==> src/rtl/ifcd_pkg.sv <==
// Package for the IMU frame CRC deframer: frame layout constants,
// result codes and the byte-wide CRC-16/MODBUS update.
// No dependencies.
package ifcd_pkg;

    // Frame layout
    localparam int unsigned FRAME_LEN  = 26;
    localparam int unsigned CRC_SPAN   = 24;
    localparam int unsigned SAMPLE_CNT = 9;
    localparam int unsigned POS_W      = 5;

    localparam logic [POS_W-1:0] POS_IDLE    = POS_W'(FRAME_LEN);
    localparam logic [POS_W-1:0] POS_LAST    = POS_W'(FRAME_LEN - 1);
    localparam logic [POS_W-1:0] POS_CRC_LO  = POS_W'(CRC_SPAN);
    localparam logic [POS_W-1:0] POS_HDR0    = 5'd0;
    localparam logic [POS_W-1:0] POS_HDR1    = 5'd1;
    localparam logic [POS_W-1:0] POS_HDR2    = 5'd2;
    localparam logic [POS_W-1:0] POS_STATUS  = 5'd9;

    // Position of the low byte of each sample (gyro, accel, magnet; x, y, z)
    localparam logic [POS_W-1:0] SLOT_LO_POS [SAMPLE_CNT] = '{
        5'd3, 5'd5, 5'd7, 5'd10, 5'd12, 5'd14, 5'd17, 5'd19, 5'd21
    };

    // Header bytes
    localparam logic [7:0] HDR_BYTE0 = 8'h47; // 'G'
    localparam logic [7:0] HDR_BYTE1 = 8'h59; // 'Y'
    localparam logic [7:0] HDR_BYTE2 = 8'h52; // 'R'

    // CRC-16/MODBUS
    localparam logic [15:0] CRC_INIT = 16'hFFFF;
    localparam logic [15:0] CRC_POLY = 16'hA001;

    // Result codes
    typedef enum logic [1:0] {
        FR_GOOD    = 2'd0,
        FR_CRC_BAD = 2'd1,
        FR_HDR_BAD = 2'd2
    } t_frame_result;

    // One byte of the reflected CRC, eight shift steps
    function automatic logic [15:0] crc_byte(input logic [15:0] crc, input logic [7:0] b);
        logic [15:0] c;
        c = crc ^ {8'h00, b};
        for (int k = 0; k < 8; k++) begin
            if (c[0]) begin
                c = (c >> 1) ^ CRC_POLY;
            end else begin
                c = c >> 1;
            end
        end
        return c;
    endfunction

endpackage

==> src/rtl/imu_frame_crc_deframer.sv <==
// IMU frame deframer: byte-serial CRC-16/MODBUS check, header check and
// sample unpacking of a 26-byte frame, with a registered result.
// Depends on ifcd_pkg.
//
//  channel | direction | handshake                 | payload
//  --------+-----------+---------------------------+----------------------------------
//  in      | input     | i_in_valid / o_in_ready   | i_rx_byte, i_frame_start
//  out     | output    | o_out_valid / i_out_ready | o_frame_result, samples, status,
//          |           |                           | o_crc_fail_total
//
// One byte is taken per cycle; the CRC update of a byte is done in the cycle
// it is accepted. The result of a frame appears in the output register in the
// cycle after its last byte (byte 25) is accepted. Input stalls only while
// a result waits in that register and the sink holds i_out_ready low. Reset
// (synchronous, active low) leaves the block idle until a byte with
// i_frame_start, and clears the CRC failure count.
module imu_frame_crc_deframer
    import ifcd_pkg::*;
(
    input  logic               i_clk,
    input  logic               i_rst_n,
    // input channel
    input  logic               i_in_valid,
    output logic               o_in_ready,
    input  logic [7:0]         i_rx_byte,
    input  logic               i_frame_start,
    // output channel
    output logic               o_out_valid,
    input  logic               i_out_ready,
    output logic [1:0]         o_frame_result,
    output logic signed [15:0] o_gyro_x,
    output logic signed [15:0] o_gyro_y,
    output logic signed [15:0] o_gyro_z,
    output logic signed [15:0] o_accel_x,
    output logic signed [15:0] o_accel_y,
    output logic signed [15:0] o_accel_z,
    output logic signed [15:0] o_magnet_x,
    output logic signed [15:0] o_magnet_y,
    output logic signed [15:0] o_magnet_z,
    output logic [7:0]         o_gyro_status,
    output logic [31:0]        o_crc_fail_total
);

    // Frame state
    logic [POS_W-1:0] r_pos, n_pos;
    logic [15:0]      r_crc, n_crc;
    logic             r_hdr_ok, n_hdr_ok;
    logic [7:0]       r_status;
    logic [7:0]       r_crc_lo;
    logic [15:0]      r_sample [SAMPLE_CNT];
    logic [31:0]      r_fail_cnt, n_fail_cnt;

    // Result register
    logic             r_out_valid, n_out_valid;
    t_frame_result    r_out_code, n_out_code;
    logic [15:0]      r_out_sample [SAMPLE_CNT];
    logic [7:0]       r_out_status;

    logic             in_xfer;
    logic             out_xfer;
    logic [POS_W-1:0] pos_eff;
    logic [15:0]      crc_base;
    logic             hdr_base;
    logic             active;
    logic             last_byte;
    logic             crc_ok;

    assign o_in_ready = !r_out_valid || i_out_ready;
    assign in_xfer    = i_in_valid && o_in_ready;
    assign out_xfer   = r_out_valid && i_out_ready;

    // A start byte restarts position, CRC and header check
    assign pos_eff   = i_frame_start ? POS_HDR0 : r_pos;
    assign crc_base  = i_frame_start ? CRC_INIT : r_crc;
    assign hdr_base  = i_frame_start ? 1'b1 : r_hdr_ok;
    assign active    = in_xfer && (pos_eff < POS_IDLE);
    assign last_byte = active && (pos_eff == POS_LAST);
    assign crc_ok    = (r_crc[7:0] == r_crc_lo) && (r_crc[15:8] == i_rx_byte);

    // Frame control and CRC
    always_comb begin
        n_pos      = r_pos;
        n_crc      = r_crc;
        n_hdr_ok   = r_hdr_ok;
        n_fail_cnt = r_fail_cnt;
        if (active) begin
            n_crc    = crc_base;
            n_hdr_ok = hdr_base;
            n_pos    = last_byte ? POS_IDLE : pos_eff + 1'b1;
            if (pos_eff < POS_CRC_LO) begin
                n_crc = crc_byte(crc_base, i_rx_byte);
            end
            if ((pos_eff == POS_HDR0 && i_rx_byte != HDR_BYTE0) ||
                (pos_eff == POS_HDR1 && i_rx_byte != HDR_BYTE1) ||
                (pos_eff == POS_HDR2 && i_rx_byte != HDR_BYTE2)) begin
                n_hdr_ok = 1'b0;
            end
            if (last_byte && !crc_ok) begin
                n_fail_cnt = r_fail_cnt + 32'd1;
            end
        end
    end

    // Result code and output valid
    always_comb begin
        n_out_valid = r_out_valid && !out_xfer;
        n_out_code  = r_out_code;
        if (last_byte) begin
            n_out_valid = 1'b1;
            if (!crc_ok) begin
                n_out_code = FR_CRC_BAD;
            end else if (!r_hdr_ok) begin
                n_out_code = FR_HDR_BAD;
            end else begin
                n_out_code = FR_GOOD;
            end
        end
    end

    // Control registers
    always_ff @(posedge i_clk) begin
        if (!i_rst_n) begin
            r_pos       <= POS_IDLE;
            r_crc       <= CRC_INIT;
            r_hdr_ok    <= 1'b1;
            r_fail_cnt  <= '0;
            r_out_valid <= 1'b0;
            r_out_code  <= FR_GOOD;
        end else begin
            r_pos       <= n_pos;
            r_crc       <= n_crc;
            r_hdr_ok    <= n_hdr_ok;
            r_fail_cnt  <= n_fail_cnt;
            r_out_valid <= n_out_valid;
            r_out_code  <= n_out_code;
        end
    end

    // Payload capture: status, CRC low byte, sample bytes
    always_ff @(posedge i_clk) begin
        if (active && pos_eff == POS_STATUS) begin
            r_status <= i_rx_byte;
        end
        if (active && pos_eff == POS_CRC_LO) begin
            r_crc_lo <= i_rx_byte;
        end
        for (int s = 0; s < SAMPLE_CNT; s++) begin
            if (active && pos_eff == SLOT_LO_POS[s]) begin
                r_sample[s][7:0] <= i_rx_byte;
            end
            if (active && pos_eff == SLOT_LO_POS[s] + 1'b1) begin
                r_sample[s][15:8] <= i_rx_byte;
            end
        end
    end

    // Result payload; bad frames report zero samples and status
    always_ff @(posedge i_clk) begin
        if (last_byte) begin
            for (int s = 0; s < SAMPLE_CNT; s++) begin
                r_out_sample[s] <= (n_out_code == FR_GOOD) ? r_sample[s] : 16'h0000;
            end
            r_out_status <= (n_out_code == FR_GOOD) ? r_status : 8'h00;
        end
    end

    assign o_out_valid      = r_out_valid;
    assign o_frame_result   = r_out_code;
    assign o_gyro_x         = $signed(r_out_sample[0]);
    assign o_gyro_y         = $signed(r_out_sample[1]);
    assign o_gyro_z         = $signed(r_out_sample[2]);
    assign o_accel_x        = $signed(r_out_sample[3]);
    assign o_accel_y        = $signed(r_out_sample[4]);
    assign o_accel_z        = $signed(r_out_sample[5]);
    assign o_magnet_x       = $signed(r_out_sample[6]);
    assign o_magnet_y       = $signed(r_out_sample[7]);
    assign o_magnet_z       = $signed(r_out_sample[8]);
    assign o_gyro_status    = r_out_status;
    assign o_crc_fail_total = r_fail_cnt;

    // Checks
    a_ready_when_empty: assert property (@(posedge i_clk) disable iff (!i_rst_n)
        !r_out_valid |-> o_in_ready)
        else $error("input stalled with empty result register");

    a_last_byte_gives_result: assert property (@(posedge i_clk) disable iff (!i_rst_n)
        last_byte |=> r_out_valid)
        else $error("last byte of frame gave no result");

    a_bad_frame_zeroed: assert property (@(posedge i_clk) disable iff (!i_rst_n)
        (r_out_valid && r_out_code != FR_GOOD) |->
            (r_out_sample[0] == 16'h0000 && r_out_status == 8'h00))
        else $error("bad frame carries sample data");

    a_fail_cnt_step: assert property (@(posedge i_clk) disable iff (!i_rst_n)
        !last_byte |=> r_fail_cnt == $past(r_fail_cnt))
        else $error("CRC failure count moved without a frame end");

    a_pos_range: assert property (@(posedge i_clk) disable iff (!i_rst_n)
        r_pos <= POS_IDLE)
        else $error("byte position out of range");

endmodule
==> config.mk <==
export PLATFORM = sky130hd
export DESIGN_NAME = imu_frame_crc_deframer
export DESIGN_NICKNAME = d
export VERILOG_FILES = /design/src/rtl/ifcd_pkg.sv /design/src/rtl/imu_frame_crc_deframer.sv
export SDC_FILE = /design/constraint.sdc
export NUM_CORES = 1
export LEC_CHECK = 0
export BUFFER_PORTS_ARGS = -buffer_cell sky130_fd_sc_hd__buf_2
export CAP_MARGIN = 40
export CORE_AREA = 2 2 238 240
export DETAILED_ROUTE_END_ITERATION = 8
export DIE_AREA = 0 0 240 242
export REMOVE_ABC_BUFFERS = 1
export SLEW_MARGIN = 10
export SYNTH_ARGS = -nofsm -noshare
export SYNTH_HDL_FRONTEND = slang
export SYNTH_SLANG_ARGS = --single-unit
==> constraint.sdc <==
create_clock -name i_clk -period 7 [get_ports i_clk]
set_input_delay 1.05 -clock i_clk [delete_from_list [all_inputs] [get_ports i_clk]]
set_output_delay 1.05 -clock i_clk [all_outputs]
set_load 0.05 [all_outputs]
---- Word-level counts from Yosys, hierarchy flattened ----
Memory sizes are Yosys's and may differ from the RTL's.
Index checks and enable logic that the tools add are counted.
operators by class
  add/sub/neg operators ................... 2
  magnitude comparators ................... 2
  eq/ne operators ......................... 28
  mux-type cells .......................... 103
  bitwise operators ....................... 9
  reductions and logical operators ........ 49
operator list
  operator                                                          count
  16-bit two-way mux                                                41
  16-bit OR reduction                                               8
  1-bit two-way mux                                                 41
  5-bit by 4-bit == test with 1-bit output (second input constant)  8
  5-bit == test (second input constant)                             8
  32-bit by 1-bit adder with 32-bit output (second input constant)  1
  4-bit two-way mux                                                 8
  1-bit logical AND                                                 30
  8-bit by 7-bit != test with 1-bit output (second input constant)  3
  2-bit inverter with 3-bit output                                  8
  2-bit two-way mux                                                 11
  5-bit by 3-bit == test with 1-bit output (second input constant)  4
  8-bit == test                                                     2
  16-bit by 8-bit bitwise XOR with 16-bit output                    1
  5-bit by 2-bit == test with 1-bit output (second input constant)  2
  5-bit < comparator (second input constant)                        2
  5-bit two-way mux                                                 2
  5-bit by 1-bit adder with 5-bit output (second input constant)    1
  5-bit by 1-bit == test with 1-bit output (second input constant)  1
  5-bit zero test                                                   1
  2-bit AND reduction                                               2
  1-bit zero test                                                   3
  1-bit logical OR                                                  3
  2-bit zero test                                                   1
  2-bit nonzero test                                                1
word-level totals
  register bits after elaboration ......... 81
  bits in writable memories ............... 288
  bits of input ports ..................... 13
  output and inout port bits .............. 188
  word-level logic and storage cells ...... 204
  memories ................................ 2
memories
  name          words  width  rd ports  clocked after memory_dff  write ports  RTL line                      RTL
  r_out_sample  9      16     9         0                         9            imu_frame_crc_deframer.sv:56  logic [15:0] r_out_sample [SAMPLE_CNT];
  r_sample      9      16     9         0                         1            imu_frame_crc_deframer.sv:50  logic [15:0] r_sample [SAMPLE_CNT];

---- Logic depth before layout (Yosys ltp) ----
Gate-level depths: netlist (run 1).
  depth in word-level cells ............... 33
  depth in mapped cells ................... 11
  depth with buffers taken out ............ 8

---- Worst setup path after synthesis (run 1) ----
Ideal clock, no wire load.
  path kind ............................... input -> register
  start ................................... input port i_frame_start
  end ..................................... register r_out_status[0] (netlist: o_gyro_status[0]), enable pin
  library setup time ...................... 0.504 ns
  arrival ................................. 5.512 ns
  required time ........................... 6.496 ns
  slack ................................... 0.984 ns
  stages on the path ...................... 8
  path buffers ............................ 4
  path through ............................ buf_6 clkbuf_1 clkbuf_1 nand2b_1 ha_1 nand4b_4 clkbuf_1 inv_1
between the ends
  longest elaborated chain between the ends .. 4
  elaborated cells between the ends (all ways) .. 5
  those cells by class .................... order compare: 1; eq/ne: 1; mux: 1; reduce/logical: 2
RTL lines
  what                  RTL line                       RTL
  start, declared       imu_frame_crc_deframer.sv:26   input logic i_frame_start,
  5-bit two-way mux *   imu_frame_crc_deframer.sv:73   assign pos_eff = i_frame_start ? POS_HDR0 : r_pos;
  5-bit < comparator    imu_frame_crc_deframer.sv:76   assign active = in_xfer && (pos_eff < POS_IDLE);
  1-bit logical AND     imu_frame_crc_deframer.sv:76
  1-bit logical AND *   imu_frame_crc_deframer.sv:77   assign last_byte = active && (pos_eff == POS_LAST);
  named net last_byte   imu_frame_crc_deframer.sv:65   logic last_byte;
  end signal, assigned  imu_frame_crc_deframer.sv:163  r_out_status <= (n_out_code == FR_GOOD) ? r_status : 8'h00;
  end, declared         imu_frame_crc_deframer.sv:57   logic [7:0] r_out_status;
Mark *: on every way through the listed nets, which the timed path passes. The rest lies on a longest branch.
A chain may end at the register's enable or synchronous reset.

==> qor.csv, run 1 <==
stage,metric,value,unit
status,outcome,"finished, final reports clean",
timing,fmax,291,MHz
final_layout,nFillCells,5613,
synthesis,syn-cell-area,0.0137,mm²
grt,grt_pass1_vias,7555,
synthesis,ys_warn_count,0,
critical_path,ff2ff_path_depth,6,
synthesis,synthFlopType,edfxtp_1,
critical_path,worstPathArrival,3.85,ns
final_layout,drive_gt1_share,24.1,%
critical_path,critPathMaxFanout,125,
timing,slew_viol_final,0,
grt,grt_usage,10.4,%
grt,gr-total-overflow,0,
routing,drc,0,
cts,hold_buffers,0,
power,leakage,5.83,nW
routing,wl,30400,µm
placement,dpl.hpwl,18900,µm
routing,drtPass1Iterations,5,
final_layout,synthToLayoutAreaGrowth,23.5,%
cts,clk_pin_slew,0.06,ns
final_layout,final_nets,1131,
synthesis,synth_top_cell_area_share,68.1,%
cts,post_cts_buffers,0,
grt,grt_pass1_wl,45800,µm
synthesis,seq_area_frac_synth,76.4,%
critical_path,crit_type,primary input to flip-flop,
cts,tritoncts,built,
timing,post-route-period-util,49.2,%
routing,antenna_left,0,
synthesis,syn_area_per_cell,15.4,µm²
timing,max_slew_margin,44.8,%
critical_path,timing.rr.end,o_crc_fail_total[31],
min_path,min_path_type,flip-flop to flip-flop,
power,internal_power,3.63,mW
routing,routedWlPerCell,16.0,µm
placement,place_area,0.0157,mm²
power,p_comb_share,3.4,%
final_layout,regArea,0.0105,mm²
synthesis,synth_area_leaders,"edfxtp_1 (68%), dfxtp_1 (8.3%), and2_1 (7.5%), xnor2_1 (2.7%), nor2_1 (1.1%)",
cts,clockBufferDepth,3,
synthesis,yosysUniqueCellTypes,47,
synthesis,ys_ff_latch,369,
timing,finalSetupTns,0,ns
timing,hold_viol_final,0,
final_layout,multi_input_area,0.00303,mm²
job,drv_cap,0,
critical_path,r2r_slack,4.04,ns
cts,root_buffer,clkbuf_16,
final_layout,final_cell_mix,"edfxtp_1 (312), buf_2 (200), and2_1 (164), dfxtp_1 (57)",
min_path,hold_depth,2,
floorplan,start_util,24.7,%
routing,drtIter0Drc,467,
synthesis,synthArstFlopShare,0,%
floorplan,die_y,242,µm
cts,cts.repair.resized,0,
cts,htree_levels,2,
final_layout,post-route-cell-area,0.0170,mm²
critical_path,cpPeakStageDelay,0.53,ns
min_path,min_to,o_crc_fail_total[22],
timing,rsz0062_at_grt,false,
critical_path,cp_cell_sequence,buf_2 -> xnor2_1 -> nand4_1 -> nor4_2 -> buf_4 -> nand2_1 -> o21ai_4 -> buf_12 -> and2_1,
routing,vias,7681,
placement,port_buffers,200,
floorplan,die_area,0.0581,mm²
critical_path,r2r-start,o_crc_fail_total[9],
placement,place.gp.congestion,0.727,
floorplan,fp-row-count,87,
power,power_frac_seq,52.2,%
grt,grt_max_degree,126,
floorplan,die_w,240,µm
cts,cts_sinks,369,
timing,worst_pin_slew,0.826,ns
synthesis,synth_cells,894,
timing,fin_crit,3.44,ns
grt,antenna_found_initial,0,
synthesis,synth_top_area_cell,edfxtp_1,
floorplan,io_pins,201,
power,clockPowerShare,44.4,%
floorplan,core,0.0557,mm²
cts,worstSkewPairLatency,0.55,ns
final_layout,diodes,0,
critical_path,cp.required,7.41,ns
final_layout,final_common_cell,edfxtp_1,
power,p_sw_share,21.1,%
critical_path,critPathSlowestCell,o21ai_4,
synthesis,synth_edf_count,312,
critical_path,cp-start-kind,primary input,
timing,hold_slack,0.496,ns
timing,skew,0.0214,ns
routing,avgViaCountPerCell,4.04,
cts,numCtsBuffers,41,
timing,finalSetupViolations,0,
min_path,hold_start,o_crc_fail_total[22],
critical_path,critPathCaptureType,flip-flop,
power,switchingPower,0.970,mW
power,p_per_area,271,mW/mm²
power,irDropWorstVdd,0.000143,V
## metal layers
layer	vias up	GRT usage [%]	share of wire [%]
met3	44	3.51	7.7
met2	225	16.6	46
met5	-	0	0
met4	0	3.20	2.2
li1	3673	-	-
met1	3739	13.3	44
## kinds of logic after synthesis
family / Yosys count / share of synthesized area [%]
fa+ha+maj: 6 / 0.546
flops: 369 / 76.4
simple gates: 328 / 14.0
mux: 1 / 0.0728
compound gates: 84 / 3.67
buf+inv: 54 / 1.65
xor+xnor: 52 / 3.61
## worst max-delay path: cells and delay by family
family / cells / cell delay, ns
XOR/XNOR: 1 / 0.19
buffers and inverters: 3 / 1.07
AO/OA/AOI/OAI: 1 / 0.53
AND/OR/NAND/NOR: 4 / 0.83
## final cells by class
cell class,count,share of cell area (%)
Clock buffer,51,6.39
Clock inverter,23,1.14
Inverter,16,0.383
Multi-Input combinational cell,471,17.9
Sequential cell,369,61.9
Tap cell,756,5.57
Timing Repair Buffer,213,6.78
## power by group through the flow
stage / clock network (mW) / logic, mW / registers, mW
after global routing: 2.19 / 0.173 / 2.40
after detailed placement: 0 / 0.158 / 2.45
after CTS: 2.10 / 0.160 / 2.40
after global placement: 0 / 0.154 / 2.45
final: 2.04 / 0.157 / 2.40
after floorplan: 0 / 0.0906 / 2.45
## metrics by stage
stage / setup WS, ns / power [mW] / instances / util (%)
finish: 3.56 / 4.60 / 1899 / 30.5
global route: 3.31 / 4.77 / 1899 / 30.5
CTS: 3.48 / 4.66 / 1899 / 30.5
detailed placement: 2.90 / 2.60 / 1825 / 28.2
global placement: 2.75 / 2.60 / 1822 / 28.1
floorplan: 1.60 / 2.54 / 856 / -
## Yosys cell counts (2+ instances only)
master / n
or4_1: 10
nand2b_1: 6
o31ai_1: 10
inv_1: 16
xor2_1: 7
o21a_1: 2
ha_1: 6
clkbuf_1: 29
edfxtp_1: 312
and2_1: 164
nor2_1: 41
nand2_1: 34
or4_4: 2
dfxtp_1: 57
o21ai_0: 25
or3_1: 10
o311ai_0: 2
nor2b_1: 3
xnor3_1: 3
nor3b_1: 5
buf_6: 2
o41ai_1: 2
nand4_1: 10
o211ai_1: 9
buf_2: 6
nand3_1: 11
a21oi_1: 28
nor4_1: 6
and4_1: 5
nor3_1: 10
and3_1: 4
xnor2_1: 42
## flip-flops by register name, indices dropped and copies added, names as in the netlist
register          flops
o_crc_fail_total     32
o_frame_result        2
o_gyro_status         8
o_out_valid           1
r_crc                16
r_crc_lo              8
r_hdr_ok              1
r_out_sample        144
r_pos                 5
r_sample            144
r_status              8
## worst max path at each step
stage | start | end | slack, ns | depth (start not counted)
6_report | i_rx_byte[7] | r_out_sample[0][20] | 3.56 | 9
5_1_grt | i_rx_byte[7] | r_out_sample[0][40] | 3.31 | 9
4_1_cts | i_rx_byte[7] | r_out_sample[0][20] | 3.48 | 9
3_5_place_dp | i_rx_byte[7] | r_out_sample[0][124] | 2.90 | 9
3_3_place_gp | i_frame_start | r_out_sample[0][3] | 2.75 | 7
2_1_floorplan | i_out_ready | o_gyro_status[0] | 1.60 | 4
Power figures use the tool's default switching activity.
==> run 2: changes to the inputs <==
- ABC_AREA: not set -> 1
- CORE_AREA: 2 2 238 240 -> 2 2 243 245
- DIE_AREA: 0 0 240 242 -> 0 0 245 247
- clock period: 7 -> 3.5 ns (I/O delays scaled with it)
==> qor.csv, run 2 <==
stage,metric,value,unit,change
critical_path,ff2ff_path_depth,7,,was 6
final_layout,final_common_cell,edfxtp_1,,unchanged
power,leakage,7.02,nW,was 5.83 nW
floorplan,die_w,245,µm,was 240 µm
routing,wl_met1,14900,µm,was 13400 µm
critical_path,crit_type,primary input to flip-flop,,unchanged
grt,grt_max_degree,153,,was 126
floorplan,fp-row-count,89,,was 87
synthesis,yosysMostFrequentCell,edfxtp_1,,unchanged
cts,htree_levels,2,,unchanged
routing,routedWlPerCell,15.0,µm,was 16.0 µm
min_path,min_path_type,primary input to flip-flop,,was flip-flop to flip-flop
floorplan,core,0.0582,mm²,was 0.0557 mm²
placement,place_inst,2188,,was 1825
critical_path,cp.required,3.68,ns,was 7.41 ns
grt,grt_pass1_wl,51200,µm,was 45800 µm
routing,top_layer_used,met5,,was met4
routing,vias,9207,,was 7681
floorplan,die_y,247,µm,was 242 µm
routing,drtIter0Drc,629,,was 467
routing,antenna_left,0,,unchanged
final_layout,multi_input_area,0.00283,mm²,was 0.00303 mm²
grt,gr-total-overflow,0,,unchanged
timing,rsz0062_at_grt,false,,unchanged
power,irDropWorstVdd,0.000358,V,was 0.000143 V
final_layout,nFillCells,5873,,was 5613
grt,grt_usage,11.0,%,was 10.4%
critical_path,cp-start-kind,primary input,,unchanged
cts,clockBufferDepth,3,,unchanged
placement,dpl.hpwl,22300,µm,was 18900 µm
cts,numCtsBuffers,41,,unchanged
grt,grt_pass1_vias,8926,,was 7555
timing,finalSetupViolations,0,,unchanged
job,drv_cap,0,,unchanged
final_layout,post-route-cell-area,0.0178,mm²,was 0.0170 mm²
synthesis,synth_top_area_cell,edfxtp_1,,unchanged
synthesis,synth_edf_count,312,,unchanged
placement,port_buffers,200,,unchanged
critical_path,r2r-start,r_pos[3],,was o_crc_fail_total[9]
timing,max_slew_margin,41.2,%,was 44.8%
power,power,9.61,mW,was 4.60 mW
synthesis,syn_area_per_cell,11.8,µm²,was 15.4 µm²
synthesis,ys_ff_latch,369,,unchanged
synthesis,synthArstFlopShare,0,%,unchanged
cts,worstSkewPairLatency,0.57,ns,was 0.55 ns
cts,post_cts_buffers,0,,unchanged
floorplan,io_pins,201,,unchanged
final_layout,final_cells,2263,,was 1899
synthesis,synth_common_cells,"edfxtp_1 (312), nor2_1 (223), inv_1 (213), nand2_1 (161), dfxtp_1 (57)",,"was edfxtp_1 (312), and2_1 (164), dfxtp_1 (57), xnor2_1 (42), nor2_1 (41)"
routing,wl,34000,µm,was 30400 µm
timing,finalSetupTns,0,ns,unchanged
timing,post-route-period-util,77.0,%,
final_layout,diodes,0,,unchanged
synthesis,yosysUniqueCellTypes,34,,was 47
placement,place_area,0.0164,mm²,was 0.0157 mm²
synthesis,seq_area_frac_synth,73.3,%,was 76.4%
synthesis,synth_cells,1212,,was 894
floorplan,start_util,24.6,%,was 24.7%
final_layout,final_nets,1477,,was 1131
timing,fin_crit,2.70,ns,
synthesis,synth_area_leaders,"edfxtp_1 (65%), dfxtp_1 (8.0%), nor2_1 (5.8%), inv_1 (5.6%), nand2_1 (4.2%)",,"was edfxtp_1 (68%), dfxtp_1 (8.3%), and2_1 (7.5%), xnor2_1 (2.7%), nor2_1 (1.1%)"
critical_path,worstPathArrival,2.87,ns,was 3.85 ns
critical_path,critPathMaxFanout,21,,was 125
final_layout,drive_gt1_share,21.1,%,was 24.1%
timing,worst_pin_slew,0.881,ns,was 0.826 ns
status,outcome,"finished, final reports clean",,unchanged
cts,tritoncts,built,,unchanged
cts,cts_sinks,369,,unchanged
cts,hold_buffers,0,,unchanged
min_path,min_to,r_crc_lo[6],,was o_crc_fail_total[22]
routing,drtPass1Iterations,5,,unchanged
cts,clk_pin_slew,0.06,ns,about the same
synthesis,syn-cell-area,0.0143,mm²,was 0.0137 mm²
routing,drc,0,,unchanged
critical_path,r2r_slack,0.83,ns,was 4.04 ns
min_path,hold_start,i_rx_byte[6],,was o_crc_fail_total[22]
placement,place.gp.congestion,0.899,,was 0.727
routing,wl_met2,15900,µm,was 14000 µm
timing,hold_viol_final,0,,unchanged
synthesis,synth_top_cell_area_share,65.3,%,was 68.1%
synthesis,ys_warn_count,0,,unchanged
routing,wl_met3,2490,µm,was 2340 µm
synthesis,synthFlopType,edfxtp_1,,unchanged
timing,slew_viol_final,0,,unchanged
critical_path,timing.rr.end,o_gyro_status[1],,was o_crc_fail_total[31]
floorplan,die_area,0.0605,mm²,was 0.0581 mm²
routing,avgViaCountPerCell,4.07,,was 4.04
final_layout,final_cell_mix,"edfxtp_1 (312), nor2_1 (223), inv_1 (213), buf_2 (200), nand2_1 (160)",,"was edfxtp_1 (312), buf_2 (200), and2_1 (164), dfxtp_1 (57)"
critical_path,critPathCaptureType,flip-flop,,unchanged
timing,hold_slack,0.310,ns,was 0.496 ns
timing,setup_slack,0.804,ns,was 3.56 ns
final_layout,fin_util,30.6,%,was 30.5%
timing,skew,0.0315,ns,was 0.0214 ns
final_layout,regArea,0.0105,mm²,unchanged
timing,fmax,371,MHz,
grt,antenna_found_initial,2,,was 0
final_layout,synthToLayoutAreaGrowth,24.3,%,was 23.5%
power,p_per_area,539,mW/mm²,was 271 mW/mm²
min_path,hold_depth,1,,was 2
cts,cts.repair.resized,0,,unchanged
placement,post-place-ws,0.294,ns,was 2.90 ns
cts,root_buffer,clkbuf_16,,unchanged
## run 2: area by class of cell
cell class,count,share of cell area [%]
Clock buffer,48,5.90
Multi-Input combinational cell,593,15.9
Clock inverter,27,1.92
Inverter,219,4.61
Timing Repair Buffer,234,7.26
Tap cell,773,5.43
Sequential cell,369,59.0
## run 2: layer usage
metal | global-route usage (%) | up-vias
li1 | - | 4454
met1 | 14.2 | 4397
met2 | 17.9 | 293
met3 | 3.11 | 59
met4 | 3.25 | 4
met5 | 0 | -
## run 2: logic make-up after synthesis
| logic type | share of synthesized area [%] |
|---|---|
| adders and majority gates | 0.524 |
| AOI/OAI and AO/OA | 3.33 |
| and+or+nand+nor | 13.2 |
| DFF | 73.3 |
| xor gates and xnor gates | 2.50 |
| buffers and inverters | 7.15 |
## run 2: critical path, stage by stage
cell and delay, ns:
buf_2 0.36, inv_2 0.18, nand2_2 0.13, nor2_2 0.07
inv_2 0.08, nor2_2 0.06, nor2_8 0.17, clkinv_1 0.26
nor2_1 0.33, nand2_1 0.17, nor2_1 0.53
## run 2: worst max-delay path by stage
stage          depth (start not counted)               end  slack [ns]           from
6_report                              11    r_sample[3][6]        0.80  i_frame_start
5_1_grt                               11    r_sample[3][6]        0.56  i_frame_start
4_1_cts                               12  o_gyro_status[1]        0.86       r_pos[3]
3_5_place_dp                          11    r_sample[3][4]        0.29  i_frame_start
3_3_place_gp                          11    r_sample[3][0]        0.41  i_frame_start
2_1_floorplan                         10  o_gyro_status[0]       -6.75    o_out_valid
## run 2: where the power goes
group | leakage [nW] | switching (mW) | total (mW) | internal (mW)
logic | 3.07 | 0.262 | 0.360 | 0.0980
registers | 3.27 | 0.0298 | 4.82 | 4.79
clock network | 0.678 | 1.80 | 4.43 | 2.63
total | 7.02 | 2.09 | 9.61 | 7.51
==> run 3: changes to the inputs <==
- ABC_AREA: 1 -> 0
- CORE_AREA: 2 2 243 245 -> 2 2 238 240
- DIE_AREA: 0 0 245 247 -> 0 0 240 242
- clock period: 3.5 -> 2.2 ns (I/O delays scaled with it)
==> qor.csv, run 3 (synthesized netlist as in run 1, its figures left out) <==
stage,metric,value,unit,change
routing,drtIter0Drc,469,,was 629
status,outcome,"finished, final reports clean",,unchanged
cts,tritoncts,built,,unchanged
final_layout,synthToLayoutAreaGrowth,30.5,%,was 24.3%
critical_path,cp.required,2.67,ns,was 3.68 ns
final_layout,final_nets,1227,,was 1477
timing,finalSetupViolations,0,,unchanged
grt,grt_usage,11.4,%,was 11.0%
timing,fin_crit,2.14,ns,
final_layout,drive_gt1_share,31.7,%,was 21.1%
timing,slew_viol_final,0,,unchanged
critical_path,ff2ff_path_depth,7,,unchanged
final_layout,final_cell_mix,"edfxtp_1 (312), buf_2 (200), and2_1 (162), buf_4 (90), dfxtp_1 (55)",,"was edfxtp_1 (312), nor2_1 (223), inv_1 (213), buf_2 (200), nand2_1 (160)"
final_layout,nFillCells,5535,,was 5873
timing,max_slew_margin,57.5,%,was 41.2%
timing,finalSetupTns,0,ns,unchanged
floorplan,die_w,240,µm,was 245 µm
routing,avgViaCountPerCell,4.12,,was 4.07
timing,fmax,467,MHz,
min_path,hold_depth,2,,was 1
placement,post-place-ws,-0.246,ns,was 0.294 ns
timing,worst_pin_slew,0.638,ns,was 0.881 ns
cts,htree_levels,2,,unchanged
critical_path,crit_type,flip-flop to flip-flop,,was primary input to flip-flop
final_layout,fin_util,32.2,%,was 30.6%
critical_path,cpPeakStageDelay,0.52,ns,was 0.53 ns
timing,skew,0.0291,ns,was 0.0315 ns
placement,port_buffers,200,,unchanged
grt,gr-total-overflow,0,,unchanged
grt,grt_pass1_wl,49400,µm,was 51200 µm
final_layout,final_cells,1997,,was 2263
critical_path,critPathSlowestCell,or4_4,,was nor2_1
cts,numCtsBuffers,42,,was 41
critical_path,worstPathArrival,2.61,ns,was 2.87 ns
grt,grt_max_degree,46,,was 153
cts,clk_pin_slew,0.06,ns,about the same
final_layout,multi_input_area,0.00310,mm²,was 0.00283 mm²
floorplan,die_y,242,µm,was 247 µm
power,p_per_area,837,mW/mm²,was 539 mW/mm²
critical_path,cpLargestDelayFamily,simple AND/OR/NAND/NOR gates,,unchanged
timing,post-route-period-util,97.2,%,
critical_path,cp_cell_sequence,xnor2_1 -> nand4_1 -> nor4_4 -> buf_4 -> or4_4 -> or4_1 -> a21oi_1,,was buf_2 -> inv_2 -> nand2_2 -> nor2_2 -> inv_2 -> nor2_2 -> nor2_8 -> clkinv_1 -> nor2_1 -> nand2_1 -> nor2_1
final_layout,regArea,0.0105,mm²,about the same
routing,antenna_left,0,,unchanged
critical_path,critPathCaptureType,flip-flop,,unchanged
routing,vias,8225,,was 9207
min_path,min_path_type,primary input to flip-flop,,unchanged
critical_path,path_buf_inv,1,,was 4
floorplan,die_area,0.0581,mm²,was 0.0605 mm²
cts,cts_sinks,369,,unchanged
cts,root_buffer,clkbuf_16,,unchanged
routing,routedWlPerCell,17.2,µm,was 15.0 µm
cts,clockBufferDepth,3,,unchanged
critical_path,cp-start-kind,flip-flop,,was primary input
power,leakage,6.39,nW,was 7.02 nW
timing,rsz0062_at_grt,true,,was false
grt,antenna_found_initial,2,,unchanged
power,irDropWorstVdd,0.000596,V,was 0.000358 V
job,drv_cap,0,,unchanged
critical_path,cp.depth,7,,was 11
placement,place_inst,1910,,was 2188
placement,place.gp.congestion,0.771,,was 0.899
timing,setup_slack,0.0608,ns,was 0.804 ns
routing,drc,0,,unchanged
floorplan,io_pins,201,,unchanged
timing,hold_viol_final,0,,unchanged
critical_path,critPathMaxFanout,12,,was 21
routing,drtPass1Iterations,5,,unchanged
floorplan,start_util,24.7,%,was 24.6%
final_layout,diodes,0,,unchanged
cts,worstSkewPairLatency,0.55,ns,was 0.57 ns
final_layout,final_common_cell,edfxtp_1,,unchanged
routing,wl,34300,µm,was 34000 µm
floorplan,fp-row-count,87,,was 89
grt,grt_pass1_vias,8004,,was 8926
timing,hold_slack,0.108,ns,was 0.310 ns
floorplan,core,0.0557,mm²,was 0.0582 mm²
placement,dpl.hpwl,22000,µm,was 22300 µm
run 3: cell count changes in the layout (fill, tap and decap cells not counted), moves of 17 or more:
| cell | before | now |
|---|---|---|
| inv_1 | 213 | 14 |
| and2_1 | 0 | 162 |
| nand2_1 | 160 | 34 |
| xnor2_1 | 12 | 42 |
| nor2_1 | 223 | 41 |
| nor3_1 | 27 | 10 |
| xor2_1 | 29 | 7 |
| buf_4 | 31 | 90 |
run 3: worst reg2reg max path, cell delays in order, from the launching register on:
cell and delay (ns):
edfxtp_1 0.38, xnor2_1 0.13, nand4_1 0.20, nor4_4 0.09, buf_4 0.18, or4_4 0.52
or4_1 0.44, a21oi_1 0.15
run 3: final timing paths:
path / to / slack (ns) / from
worst max-delay path: o_crc_fail_total[23] / 0.06 / r_crc_lo[7]
worst min-delay path: o_crc_fail_total[27] / 0.11 / i_rst_n
worst max register to register: o_crc_fail_total[23] / 0.06 / r_crc_lo[7]
worst min register to register: o_gyro_status[7] / 0.51 / r_status[7]
run 3: repair_timing:
action,4_1_cts,5_1_grt
gates cloned,0,5
pin swaps,2,4
hold buffers,0,0
setup endpoints to repair,11,135
setup buffers,0,5
gates resized for setup,1,17
run 3: layer usage:
layer / up-vias / GRT usage, % / part of all wire, %
li1: 3883 / - / -
met4: 0 / 2.96 / 1.7
met2: 270 / 18.8 / 48
met3: 52 / 3.09 / 6.5
met1: 4020 / 14.7 / 44
met5: - / 0 / 0
run 3: through the flow:
stage | total power, mW | instance area, µm²
2_1_floorplan | 8.07 | 13600
3_3_place_gp | 8.39 | 16400
3_5_place_dp | 8.40 | 16400
4_1_cts | 15.2 | 17800
5_1_grt | 15.6 | 17900
6_report | 15.0 | 17900
run 3: where the power goes:
part	switching (mW)	internal (mW)	leakage (nW)
clock network	2.80	3.96	0.658
registers	0.0361	7.58	3.27
logic	0.363	0.278	2.47
run 3: layout make-up:
class | instances | share of cell area (%)
sequential | 369 | 58.6
multi-input combinational | 474 | 17.3
timing repair buffer | 305 | 11.0
clock buffer | 48 | 6.12
tap | 756 | 5.27
clock inverter | 29 | 1.33
inverter | 16 | 0.363
